**src/hw/rtl/d2p_pkg.sv**
```systemverilog
// Constants and character lookup functions shared by the DER to PEM encoder.
package d2p_pkg;

    localparam int HDR_LEN  = 28;
    localparam int FTR_LEN  = 26;
    localparam int QUAD_LEN = 4;
    localparam int LINE_COLUMNS = 64;

    localparam logic [8*HDR_LEN-1:0] BEGIN_TEXT = "-----BEGIN CERTIFICATE-----\n";
    localparam logic [8*FTR_LEN-1:0] END_TEXT   = "-----END CERTIFICATE-----\n";

    localparam logic [7:0] CHAR_PAD     = 8'h3d;
    localparam logic [7:0] CHAR_NEWLINE = 8'h0a;

    // Standard base64 alphabet.
    function automatic logic [7:0] b64_char(input logic [5:0] v);
        logic [7:0] c;
        if (v < 6'd26) begin
            c = 8'h41 + {2'b00, v};
        end else if (v < 6'd52) begin
            c = 8'h61 + {2'b00, v - 6'd26};
        end else if (v < 6'd62) begin
            c = 8'h30 + {2'b00, v - 6'd52};
        end else if (v == 6'd62) begin
            c = 8'h2b;
        end else begin
            c = 8'h2f;
        end
        return c;
    endfunction

    function automatic logic [7:0] begin_char(input logic [4:0] idx);
        logic [7:0] c;
        c = 8'h00;
        if (int'(idx) < HDR_LEN) begin
            c = BEGIN_TEXT[8*(HDR_LEN-1-int'(idx)) +: 8];
        end
        return c;
    endfunction

    function automatic logic [7:0] end_char(input logic [4:0] idx);
        logic [7:0] c;
        c = 8'h00;
        if (int'(idx) < FTR_LEN) begin
            c = END_TEXT[8*(FTR_LEN-1-int'(idx)) +: 8];
        end
        return c;
    endfunction

endpackage

```
**src/hw/rtl/d2p_if.sv**
```systemverilog
// Valid/ready channel interfaces for DER input bytes and PEM output characters.
interface d2p_in_if;
    logic       valid;
    logic       ready;
    logic [7:0] data_byte;
    logic       final_byte;

    modport source (output valid, output data_byte, output final_byte, input ready);
    modport sink   (input valid, input data_byte, input final_byte, output ready);
endinterface

interface d2p_out_if;
    logic       valid;
    logic       ready;
    logic [7:0] out_char;
    logic       end_of_block;

    modport source (output valid, output out_char, output end_of_block, input ready);
    modport sink   (input valid, input out_char, input end_of_block, output ready);
endinterface

```
**src/hw/rtl/der_to_pem_base64_encoder_unit.sv**
```systemverilog
// DER to PEM encoder: takes one certificate byte per item and sends the PEM text
// one character per item. Each accepted byte is turned at once into a character
// job (header line, one base64 quad, a newline, footer line, each as needed) and
// the job is sent by a character sequencer, one character per cycle while the
// output is taken, through an output register. A byte is accepted in the same
// cycle that the previous job sends its last character, so for steady base64
// data a group of three bytes is collected and its quad goes out before the
// next byte is taken, and a line break follows every 48 bytes. The first byte
// of a certificate holds the input while the header line goes out and the final
// byte while its last quad, newline and footer line go out, as needed. Bytes
// that only fill the group send nothing. The sequencer stalls while a character
// in the output register waits to be taken.
module der_to_pem_base64_encoder_unit (
    input  logic             i_clk,
    input  logic             i_rst_n,
    d2p_in_if.sink           i_in,
    d2p_out_if.source        o_out
);

    typedef enum logic [4:0] {
        PH_IDLE = 5'b00001,
        PH_HDR  = 5'b00010,
        PH_QUAD = 5'b00100,
        PH_NL   = 5'b01000,
        PH_FTR  = 5'b10000
    } t_phase;

    // Encoder state.
    logic        r_header_sent, n_header_sent;
    logic [15:0] r_group_bytes, n_group_bytes;
    logic [1:0]  r_group_fill, n_group_fill;
    logic [5:0]  r_line_column, n_line_column;

    // Character job.
    t_phase      r_phase, n_phase;
    logic [4:0]  r_pos, n_pos;
    logic        r_quad_en, r_nl_en, r_ftr_en;
    logic [31:0] r_quad_chars;

    // Output register.
    logic        r_out_valid;
    logic [7:0]  r_out_char;
    logic        r_out_eob;

    // Job built from the incoming byte.
    logic        w_hdr, w_quad, w_nl, w_ftr;
    logic [23:0] w_quad_v;
    logic [1:0]  w_quad_nb;
    logic [15:0] w_gb_mid;
    logic [1:0]  w_fill_mid;
    logic [6:0]  w_col_sum;
    logic [5:0]  w_col_after;
    logic [31:0] w_quad_chars;
    t_phase      w_first_phase;

    logic        w_advance, w_phase_last, w_job_last, w_accept;
    t_phase      w_after_phase;
    logic [7:0]  w_char;
    logic        w_eob;

    always_comb begin
        w_hdr      = !r_header_sent;
        w_quad     = 1'b0;
        w_quad_v   = 24'h0;
        w_quad_nb  = 2'd3;
        w_gb_mid   = 16'h0;
        w_fill_mid = 2'd0;
        case (r_group_fill)
            2'd2: begin
                w_quad   = 1'b1;
                w_quad_v = {r_group_bytes, i_in.data_byte};
            end
            2'd1: begin
                w_gb_mid   = {r_group_bytes[15:8], i_in.data_byte};
                w_fill_mid = 2'd2;
            end
            default: begin
                w_gb_mid   = {i_in.data_byte, 8'h00};
                w_fill_mid = 2'd1;
            end
        endcase
        // A partial group on the final byte goes out padded.
        if (i_in.final_byte && w_fill_mid != 2'd0) begin
            w_quad    = 1'b1;
            w_quad_v  = {w_gb_mid, 8'h00};
            w_quad_nb = w_fill_mid;
        end

        w_col_sum   = {1'b0, r_line_column} + (w_quad ? 7'd4 : 7'd0);
        w_col_after = (w_col_sum >= 7'(d2p_pkg::LINE_COLUMNS)) ? 6'd0 : w_col_sum[5:0];
        w_nl        = (w_col_sum >= 7'(d2p_pkg::LINE_COLUMNS))
                      || (i_in.final_byte && w_col_after != 6'd0);
        w_ftr       = i_in.final_byte;

        w_quad_chars[31:24] = d2p_pkg::b64_char(w_quad_v[23:18]);
        w_quad_chars[23:16] = d2p_pkg::b64_char(w_quad_v[17:12]);
        w_quad_chars[15:8]  = (w_quad_nb > 2'd1) ? d2p_pkg::b64_char(w_quad_v[11:6])
                                                 : d2p_pkg::CHAR_PAD;
        w_quad_chars[7:0]   = (w_quad_nb > 2'd2) ? d2p_pkg::b64_char(w_quad_v[5:0])
                                                 : d2p_pkg::CHAR_PAD;

        if (w_hdr) begin
            w_first_phase = PH_HDR;
        end else if (w_quad) begin
            w_first_phase = PH_QUAD;
        end else if (w_nl) begin
            w_first_phase = PH_NL;
        end else if (w_ftr) begin
            w_first_phase = PH_FTR;
        end else begin
            w_first_phase = PH_IDLE;
        end

        if (i_in.final_byte) begin
            n_header_sent = 1'b0;
            n_group_bytes = 16'h0;
            n_group_fill  = 2'd0;
            n_line_column = 6'd0;
        end else begin
            n_header_sent = 1'b1;
            n_group_bytes = w_gb_mid;
            n_group_fill  = w_fill_mid;
            n_line_column = w_col_after;
        end
    end

    // Character sequencer.
    always_comb begin
        w_char        = 8'h00;
        w_eob         = 1'b0;
        w_phase_last  = 1'b0;
        w_after_phase = PH_IDLE;
        case (r_phase)
            PH_HDR: begin
                w_char       = d2p_pkg::begin_char(r_pos);
                w_phase_last = (r_pos == 5'(d2p_pkg::HDR_LEN - 1));
                if (r_quad_en) begin
                    w_after_phase = PH_QUAD;
                end else if (r_nl_en) begin
                    w_after_phase = PH_NL;
                end else if (r_ftr_en) begin
                    w_after_phase = PH_FTR;
                end
            end
            PH_QUAD: begin
                case (r_pos[1:0])
                    2'd0:    w_char = r_quad_chars[31:24];
                    2'd1:    w_char = r_quad_chars[23:16];
                    2'd2:    w_char = r_quad_chars[15:8];
                    default: w_char = r_quad_chars[7:0];
                endcase
                w_phase_last = (r_pos == 5'(d2p_pkg::QUAD_LEN - 1));
                if (r_nl_en) begin
                    w_after_phase = PH_NL;
                end else if (r_ftr_en) begin
                    w_after_phase = PH_FTR;
                end
            end
            PH_NL: begin
                w_char       = d2p_pkg::CHAR_NEWLINE;
                w_phase_last = 1'b1;
                if (r_ftr_en) begin
                    w_after_phase = PH_FTR;
                end
            end
            PH_FTR: begin
                w_char       = d2p_pkg::end_char(r_pos);
                w_phase_last = (r_pos == 5'(d2p_pkg::FTR_LEN - 1));
                w_eob        = w_phase_last;
            end
            default: begin
                w_char = 8'h00;
            end
        endcase

        w_advance  = (r_phase != PH_IDLE) && (!r_out_valid || o_out.ready);
        w_job_last = w_advance && w_phase_last && (w_after_phase == PH_IDLE);
        w_accept   = i_in.valid && i_in.ready;

        n_phase = r_phase;
        n_pos   = r_pos;
        if (w_advance) begin
            if (w_phase_last) begin
                n_phase = w_after_phase;
                n_pos   = 5'd0;
            end else begin
                n_pos = r_pos + 5'd1;
            end
        end
        if (w_accept) begin
            n_phase = w_first_phase;
            n_pos   = 5'd0;
        end
    end

    assign i_in.ready = (r_phase == PH_IDLE) || w_job_last;

    always_ff @(posedge i_clk) begin
        if (!i_rst_n) begin
            r_header_sent <= 1'b0;
            r_group_bytes <= 16'h0;
            r_group_fill  <= 2'd0;
            r_line_column <= 6'd0;
            r_phase       <= PH_IDLE;
            r_pos         <= 5'd0;
            r_quad_en     <= 1'b0;
            r_nl_en       <= 1'b0;
            r_ftr_en      <= 1'b0;
            r_out_valid   <= 1'b0;
        end else begin
            r_phase <= n_phase;
            r_pos   <= n_pos;
            if (w_accept) begin
                r_header_sent <= n_header_sent;
                r_group_bytes <= n_group_bytes;
                r_group_fill  <= n_group_fill;
                r_line_column <= n_line_column;
                r_quad_en     <= w_quad;
                r_nl_en       <= w_nl;
                r_ftr_en      <= w_ftr;
            end
            if (w_advance) begin
                r_out_valid <= 1'b1;
            end else if (o_out.ready) begin
                r_out_valid <= 1'b0;
            end
        end
    end

    always_ff @(posedge i_clk) begin
        if (w_accept) begin
            r_quad_chars <= w_quad_chars;
        end
        if (w_advance) begin
            r_out_char <= w_char;
            r_out_eob  <= w_eob;
        end
    end

    assign o_out.valid        = r_out_valid;
    assign o_out.out_char     = r_out_char;
    assign o_out.end_of_block = r_out_eob;

    // The line column only moves in whole quads and wraps at the line length.
    a_column_quads: assert property (@(posedge i_clk) disable iff (!i_rst_n)
        (r_line_column[1:0] == 2'd0)
        && ({1'b0, r_line_column} < 7'(d2p_pkg::LINE_COLUMNS)))
        else $error("line column off a quad boundary or past the line");

    a_fill_range: assert property (@(posedge i_clk) disable iff (!i_rst_n)
        r_group_fill != 2'd3)
        else $error("group fill out of range");

    // Before a certificate's header goes out nothing can be pending.
    a_fresh_state: assert property (@(posedge i_clk) disable iff (!i_rst_n)
        !r_header_sent |-> (r_group_fill == 2'd0) && (r_line_column == 6'd0))
        else $error("state left over without a header");

    // The end marker only ever rides on the footer's closing newline.
    a_eob_newline: assert property (@(posedge i_clk) disable iff (!i_rst_n)
        (r_out_valid && r_out_eob) |-> (r_out_char == d2p_pkg::CHAR_NEWLINE))
        else $error("end of block on a character other than newline");

    // A new item is taken only once the job in flight is finishing.
    a_accept_free: assert property (@(posedge i_clk) disable iff (!i_rst_n)
        w_accept |-> (r_phase == PH_IDLE) || (w_advance && w_phase_last
                                              && !r_quad_en && !r_nl_en && !r_ftr_en)
                     || (w_advance && w_phase_last && w_after_phase == PH_IDLE))
        else $error("item accepted while a character job is still running");

endmodule

```
**src/flat_wrapper.sv**
```systemverilog
// flat-port wrapper written by rule: the top's interface ports become plain ports
module der_to_pem_base64_encoder_unit_flat 
  (i_clk, i_rst_n, i_in_valid, i_in_data_byte, i_in_final_byte, i_in_ready, o_out_valid, o_out_out_char, o_out_end_of_block, o_out_ready);
  d2p_in_if i_in_i ();
  d2p_out_if o_out_i ();
  input  logic i_clk;
  input  logic i_rst_n;
  input wire logic [$bits(i_in_i.valid)-1:0] i_in_valid;
  input wire logic [$bits(i_in_i.data_byte)-1:0] i_in_data_byte;
  input wire logic [$bits(i_in_i.final_byte)-1:0] i_in_final_byte;
  output wire logic [$bits(i_in_i.ready)-1:0] i_in_ready;
  output wire logic [$bits(o_out_i.valid)-1:0] o_out_valid;
  output wire logic [$bits(o_out_i.out_char)-1:0] o_out_out_char;
  output wire logic [$bits(o_out_i.end_of_block)-1:0] o_out_end_of_block;
  input wire logic [$bits(o_out_i.ready)-1:0] o_out_ready;
  assign i_in_i.valid = i_in_valid;
  assign i_in_i.data_byte = i_in_data_byte;
  assign i_in_i.final_byte = i_in_final_byte;
  assign i_in_ready = i_in_i.ready;
  assign o_out_valid = o_out_i.valid;
  assign o_out_out_char = o_out_i.out_char;
  assign o_out_end_of_block = o_out_i.end_of_block;
  assign o_out_i.ready = o_out_ready;
  der_to_pem_base64_encoder_unit u_core (.i_clk(i_clk), .i_rst_n(i_rst_n), .i_in(i_in_i), .o_out(o_out_i));
endmodule
```
**config.mk**
```make
export PLATFORM = sky130hd
export DESIGN_NAME = der_to_pem_base64_encoder_unit_flat
export DESIGN_NICKNAME = d
export VERILOG_FILES = /design/src/hw/rtl/d2p_pkg.sv /design/src/hw/rtl/d2p_if.sv /design/src/hw/rtl/der_to_pem_base64_encoder_unit.sv /design/src/flat_wrapper.sv
export SDC_FILE = /design/constraint.sdc
export NUM_CORES = 1
export LEC_CHECK = 0
export BUFFER_PORTS_ARGS = -buffer_cell sky130_fd_sc_hd__buf_2
export CAP_MARGIN = 40
export CORE_MARGIN = 5
export CORE_UTILIZATION = 60
export DETAILED_ROUTE_END_ITERATION = 8
export PLACE_DENSITY = 0.78
export SLEW_MARGIN = 20
export SYNTH_ARGS = -nofsm -noshare
export SYNTH_HDL_FRONTEND = slang
export SYNTH_SLANG_ARGS = --single-unit
```
**constraint.sdc**
```tcl
create_clock -name i_clk -period 7.14 [get_ports i_clk]
set_clock_uncertainty 0.05 [all_clocks]
set_input_delay 0.714 -clock i_clk [delete_from_list [all_inputs] [get_ports i_clk]]
set_output_delay 0.714 -clock i_clk [all_outputs]
set_load 0.1 [all_outputs]
```
# --- Yosys cells after proc, flatten, opt, wreduce, memory -nomap -nowiden ---
# Index checks and enable logic that the tools add are counted.
# W data, S select, Z words.
classes:
  addsub: 24
  magnitude_cmp: 17
  eq_ne: 18
  shifts: 2
  n_mux: 48
  bitwise_logic: 1
  reduce_logical: 18
op_table:
  columns: ["operator", "n"]
  rows:
  - ["$shiftx A224 B32 Y8 const A", 1]
  - ["$shiftx A208 B32 Y8 const A", 1]
  - ["$mux W8", 14]
  - ["$add A7 B6 Y8 const A", 8]
  - ["$mux W5", 11]
  - ["$lt A6 B6 Y1 const B", 8]
  - ["$mux W24", 2]
  - ["$pmux W16 S2", 1]
  - ["$pmux W8 S4", 1]
  - ["$add A6 B6 Y7 const A", 4]
  - ["$eq A6 B6 Y1 const B", 4]
  - ["$lt A6 B5 Y1 const B", 4]
  - ["$pmux W8 S3", 1]
  - ["$sub A6 B5 Y6 const B", 4]
  - ["$sub A6 B6 Y6 const B", 4]
  - ["$mux W16", 1]
  - ["$eq A5 B5 Y1 const B", 3]
  - ["$mux W3", 5]
  - ["$pmux W5 S3", 1]
  - ["$mux W6", 2]
  - ["$sub A5 B5 Y6 const A", 2]
  - ["$eq A5 B1 Y1 const B", 2]
  - ["$eq A5 B2 Y1 const B", 2]
  - ["$lt A5 B5 Y1 const B", 2]
  - ["other kinds (23)", 40]
totals:
  regBits: 80
  input_bits: 13
  out_inout_bits: 11
  word_cells: 143

# --- Logic depth before layout (Yosys ltp) ---
depth:
  depth_word: 16
  mapped_depth: 16
  depth_no_buf: 12

# --- Least setup slack after synthesis ---
# OpenSTA, ideal clock, no wires.
synth_path:
  kind: "register to output"
  startpoint: "register u_core.r_pos[2]"
  endpoint: "output port i_in_ready"
  t_arrival_ns: 3.027
  required_time_ns: 6.376
  setup_slack_ns: 3.349
  stages_incl_launch_ff: 10
  cell_sequence: "dfxtp_1 clkbuf_1 inv_1 ha_1 clkbuf_1 nand2_1 nor4_4 o31a_4 nor2_1 nor2_1"
synth_between:
  elab_chain_len: 5
synth_lines:
  columns: ["element", "line_no", "source"]
  rows:
  - ["start, declared", "der_to_pem_base64_encoder_unit.sv:36", "logic [4:0] r_pos, n_pos;"]
  - ["start signal, assigned", "der_to_pem_base64_encoder_unit.sv:212", "r_pos <= n_pos;"]
  - ["$eq A5 B5 Y1, or another cell as far along", "der_to_pem_base64_encoder_unit.sv:168", "w_phase_last = (r_pos == 5'(d2p_pkg::FTR_LEN - 1));"]
  - ["$pmux W1 S4 *", "der_to_pem_base64_encoder_unit.sv:133", "case (r_phase)"]
  - ["$logic_and A1 B1 Y1 * (2 in series)", "der_to_pem_base64_encoder_unit.sv:177", "w_job_last = w_advance && w_phase_last && (w_after_phase == PH_IDLE);"]
  - ["$logic_or A1 B1 Y1 *", "der_to_pem_base64_encoder_unit.sv:196", "assign i_in.ready = (r_phase == PH_IDLE) || w_job_last;"]
  - ["end, declared", "flat_wrapper.sv:11", "output wire logic [$bits(i_in_i.ready)-1:0] i_in_ready;"]
# Every way passes the cells marked *; elsewhere a longest branch is shown, timed or not.

# --- Worst setup path after layout ---
layout_path:
  startpoint: "register u_core.r_group_fill[0]"
  endpoint: "register u_core.r_quad_chars[13] (data pin)"
layout_between:
  elab_chain_len: 10
layout_lines:
  columns: ["element", "line_no", "source"]
  rows:
  - ["start, declared", "der_to_pem_base64_encoder_unit.sv:31", "logic [1:0] r_group_fill, n_group_fill;"]
  - ["start signal, assigned", "der_to_pem_base64_encoder_unit.sv:216", "r_group_fill <= n_group_fill;"]
  - ["$eq A2 B1 Y1 / $eq A2 B2 Y1 (equally long branches)", "der_to_pem_base64_encoder_unit.sv:68", "case (r_group_fill)"]
  - ["$pmux W2 S2", "der_to_pem_base64_encoder_unit.sv:68", null]
  - ["$reduce_bool A2 Y1", "der_to_pem_base64_encoder_unit.sv:83", "if (i_in.final_byte && w_fill_mid != 2'd0) begin"]
  - ["$logic_and A1 B1 Y1", "der_to_pem_base64_encoder_unit.sv:83", null]
  - ["$mux W24", "der_to_pem_base64_encoder_unit.sv:83", null]
  - ["$sub A6 B6 Y6", "d2p_pkg.sv:23", "c = 8'h30 + {2'b00, v - 6'd52};"]
  - ["$add A6 B6 Y7", "d2p_pkg.sv:23", null]
  - ["$mux W8", "d2p_pkg.sv:22", "end else if (v < 6'd62) begin"]
  - ["$mux W8", "d2p_pkg.sv:20", "end else if (v < 6'd52) begin"]
  - ["$mux W8", "d2p_pkg.sv:18", "if (v < 6'd26) begin"]
  - ["end signal, assigned", "der_to_pem_base64_encoder_unit.sv:232", "r_quad_chars <= w_quad_chars;"]
  - ["end, declared", "der_to_pem_base64_encoder_unit.sv:38", "logic [31:0] r_quad_chars;"]
# Parallel ways exist; a longest one is shown, timed or not.
# A chain may end at the register's enable or synchronous reset.

==> key figures <==
Clock tree
  • Number of CTS-inserted buffers: 9
  • Cts-stage hold buffer count: 0
  • Clock network latency to the later pin of the worst-skew pair: 0.37 ns
  • Number of H-tree branching levels: 3
  • Post-cts sizing count: 0
  • Clock transition at path regs: ~0.080 ns
  • Clk root buf: sky130_fd_sc_hd__clkbuf_8
  • Maximum buffer depth of the clock tree: 2
  • TritonCTS Sinks: 80
  • TritonCTS clock tree: yes
  • # Post-CTS Setup Buffers: 0

Finish
  • Synth-to-layout area growth: 5.55%
  • Share of post-route cells with drive strength above 1: 0.0829
  • Number of inserted diodes: 0
  • Core occupancy in the finished layout: 0.648
  • Post-Layout Inst Area: 7020 um2
  • Filler-free cell count of the finished design: 924
  • Number of nets in the final layout: roughly 850

GRT
  • Vias in the first global route: roughly 5300
  • GRT met2 Usage: 0.391
  • GR peak layer: met2
  • Largest net degree at the start of global routing: between 40 and 50
  • Total global routing track utilization: 0.249
  • Global route overflow: 0
  • Global-route wire length before repair: ~27000 um
  • GR met1 Demand/Resource: 0.348
  • GR Util met3: 0.0532
  • Antenna violations before repair: 0

Timing
  • Slew Limit Fails: 0
  • Setup repair after global routing missed its margin: false
  • Final setup fails: 0
  • Maximum clock rate: 242 MHz
  • Final period utilization: 0.579
  • Final number of hold-violating endpoints: 0
  • Setup TNS Final: 0 ns
  • Worst rel slew slack: 0.416
  • Transition time of the tightest slew-check pin: 0.876 ns
  • Min Clock Period, post-route: approximately 4.1 ns
  • Setup slack of the critical path after layout: ~3.0 ns
  • Post-Route Hold Slack: roughly 0.42 ns

Worst setup path
  • Number of cells on the worst reg-to-reg path: 12
  • Critical path required time: approximately 7.3 ns
  • Type of the worst setup path: reg2reg
  • Data arrival time of the worst path: around 4.3 ns
  • Worst Setup Start Kind: flop
  • Nature of the critical path endpoint: flop
  • Crit-path max FO: 36

Floorplan
  • Die H: around 120 um
  • Starting utilization of the core area: 0.613
  • Core Box Area: 10800 um2
  • Area of the die: about 13000 um2
  • Site Rows: 38
  • I/O pins: 24
  • Die width: ~120 um

Synthesis
  • Average footprint of a synthesized cell: 8.49 um2
  • Leading post-synthesis cells by cell area: sky130_fd_sc_hd__edfxtp_1 19%, sky130_fd_sc_hd__dfxtp_1 12%, sky130_fd_sc_hd__ha_1 10%
  • Synth warnings: 0
  • Synthesized netlist cell count: a little under 800
  • Area share of the largest cell type after synthesis: 0.185
  • Sequential fraction of the synthesis area: 0.303
  • Leading cell types by count after synthesis: 77 x sky130_fd_sc_hd__nand2_1, 61 x sky130_fd_sc_hd__nor2_1, 55 x sky130_fd_sc_hd__ha_1
  • Post-synth EDFFs: 41
  • Post-synthesis cell area: about 6700 um2
  • Cell type with the highest aggregate area in the netlist: sky130_fd_sc_hd__edfxtp_1
  • Total nets after synthesis: between 800 and 900
  • Synth async-reset ratio: 0
  • Number of flip-flops and latches in the synthesized netlist: 80
  • Top FF cell, synth: sky130_fd_sc_hd__edfxtp_1
  • Top-count cell post-synth: sky130_fd_sc_hd__nand2_1
  • Number of distinct library cells after synthesis: approximately 80

Placement
  • Cells after DPL: between 900 and 1000
  • Final weighted congestion of routability-driven global placement: approximately 0.93
  • Placed Instance Area: a little under 7000 um2
  • Half-perimeter wire length of the detailed placement result: around 12000 um
  • Port Buffers: 23
  • Worst-case setup slack after placement: roughly 3 ns

Outcome
  • Status: finished clean

Routing
  • Number of routed nets with antenna violations: 0
  • Via count: about 5900
  • DRT Pass-1 Iters: 5
  • Average wire per standard cell: around 17 um
  • Vias per cell: 6.33
  • DRC: 0
  • Number of DRC violations after detailed-routing iteration 0: about 470
  • Total detailed-routing wirelength: between 15000 and 20000 um

Flow run
  • Max-cap viol count: 0

Min path
  • Class of the most critical hold timing path: reg2reg
  • Hold Path Stages: 2

Pwr
  • Total power draw: between 2 and 2.5 mW
  • Power Density: approximately 300 nW/um2
  • Static Leak: between 2 and 3 nW
  • Maximum VDD drop: about 0.00028 V
[state kept, by name, indices dropped and copies added, names as in the netlist]
register                   count
u_core.r_quad_chars           32
u_core.r_group_bytes          16
u_core.o_out.out_char          8
u_core.r_line_column           6
u_core.r_phase                 5
u_core.r_pos                   5
u_core.r_group_fill            2
u_core.o_out.end_of_block      1
u_core.o_out.valid             1
u_core.r_ftr_en                1
u_core.r_header_sent           1
u_core.r_nl_en                 1
u_core.r_quad_en               1
[kinds of logic after synthesis]
group / after synthesis / share of synthesized area
compound gates: 228 / 0.242
xor+xnor: 50 / 0.0679
fa+ha+maj: 55 / 0.103
buf+inv: 80 / 0.0500
flops: 80 / 0.303
mux: 9 / 0.0158
simple gates: 281 / 0.218
[cell type report]
| type | count | area [um2] |
|---|---|---|
| Clock buffer | 11 | 174 |
| Clock inverter | 5 | 36.3 |
| Fill cell | 919 | 3820 |
| Inverter | 35 | 131 |
| Multi-Input combinational cell | 623 | 4310 |
| Sequential cell | 80 | 2010 |
| Tap cell | 140 | 175 |
| Timing Repair Buffer | 30 | 185 |
[worst max-delay path, cell delays in order, from the launching register on]
cell                      delay [ns]
sky130_fd_sc_hd__dfxtp_1        0.34
sky130_fd_sc_hd__inv_1          0.08
sky130_fd_sc_hd__ha_1           0.42
sky130_fd_sc_hd__buf_4          0.41
sky130_fd_sc_hd__nor3b_1        0.09
sky130_fd_sc_hd__a21oi_1        0.61
sky130_fd_sc_hd__inv_1          0.17
sky130_fd_sc_hd__ha_1           0.26
sky130_fd_sc_hd__a31oi_1        0.40
sky130_fd_sc_hd__o21ai_1        0.34
sky130_fd_sc_hd__o41ai_1        0.56
sky130_fd_sc_hd__a21oi_1        0.10
sky130_fd_sc_hd__a21oi_1        0.15
[metal layers]
layer	up-vias	share of wire
li1	2869	-
met1	2763	0.46
met2	202	0.46
met3	17	0.068
met4	0	0.013
met5	-	0
[cells in the final DEF (no fill, tap or decap), types with 18 or more instances in the layout]
cell type / n
sky130_fd_sc_hd__nand3_1: 31
sky130_fd_sc_hd__a21oi_1: 47
sky130_fd_sc_hd__ha_1: 55
sky130_fd_sc_hd__nor2_1: 61
sky130_fd_sc_hd__nor3_1: 18
sky130_fd_sc_hd__inv_1: 34
sky130_fd_sc_hd__edfxtp_1: 41
sky130_fd_sc_hd__buf_2: 24
sky130_fd_sc_hd__o21ai_0: 48
sky130_fd_sc_hd__dfxtp_1: 39
sky130_fd_sc_hd__nand2_1: 77
sky130_fd_sc_hd__xnor2_1: 34
[path summary, 6_finish.rpt]
kind	startpoint	end	slack (ns)
worst max-delay path	u_core.r_group_fill[0]	u_core.r_quad_chars[13]	3.00
worst min-delay path	u_core.r_group_bytes[6]	u_core.r_group_bytes[6]	0.42
worst max register to register	u_core.r_group_fill[0]	u_core.r_quad_chars[13]	3.00
worst min register to register	u_core.r_group_bytes[6]	u_core.r_group_bytes[6]	0.42
[power breakdown]
group          internal [mW]  total, mW  leakage [nW]  switching, mW
logic                  0.293       1.03          1.98          0.740
clock network          0.168      0.347        0.0978          0.179
registers              0.651      0.723         0.701         0.0726
total                   1.11       2.10          2.78          0.992
No activity file was read; power rests on OpenSTA's default activity.
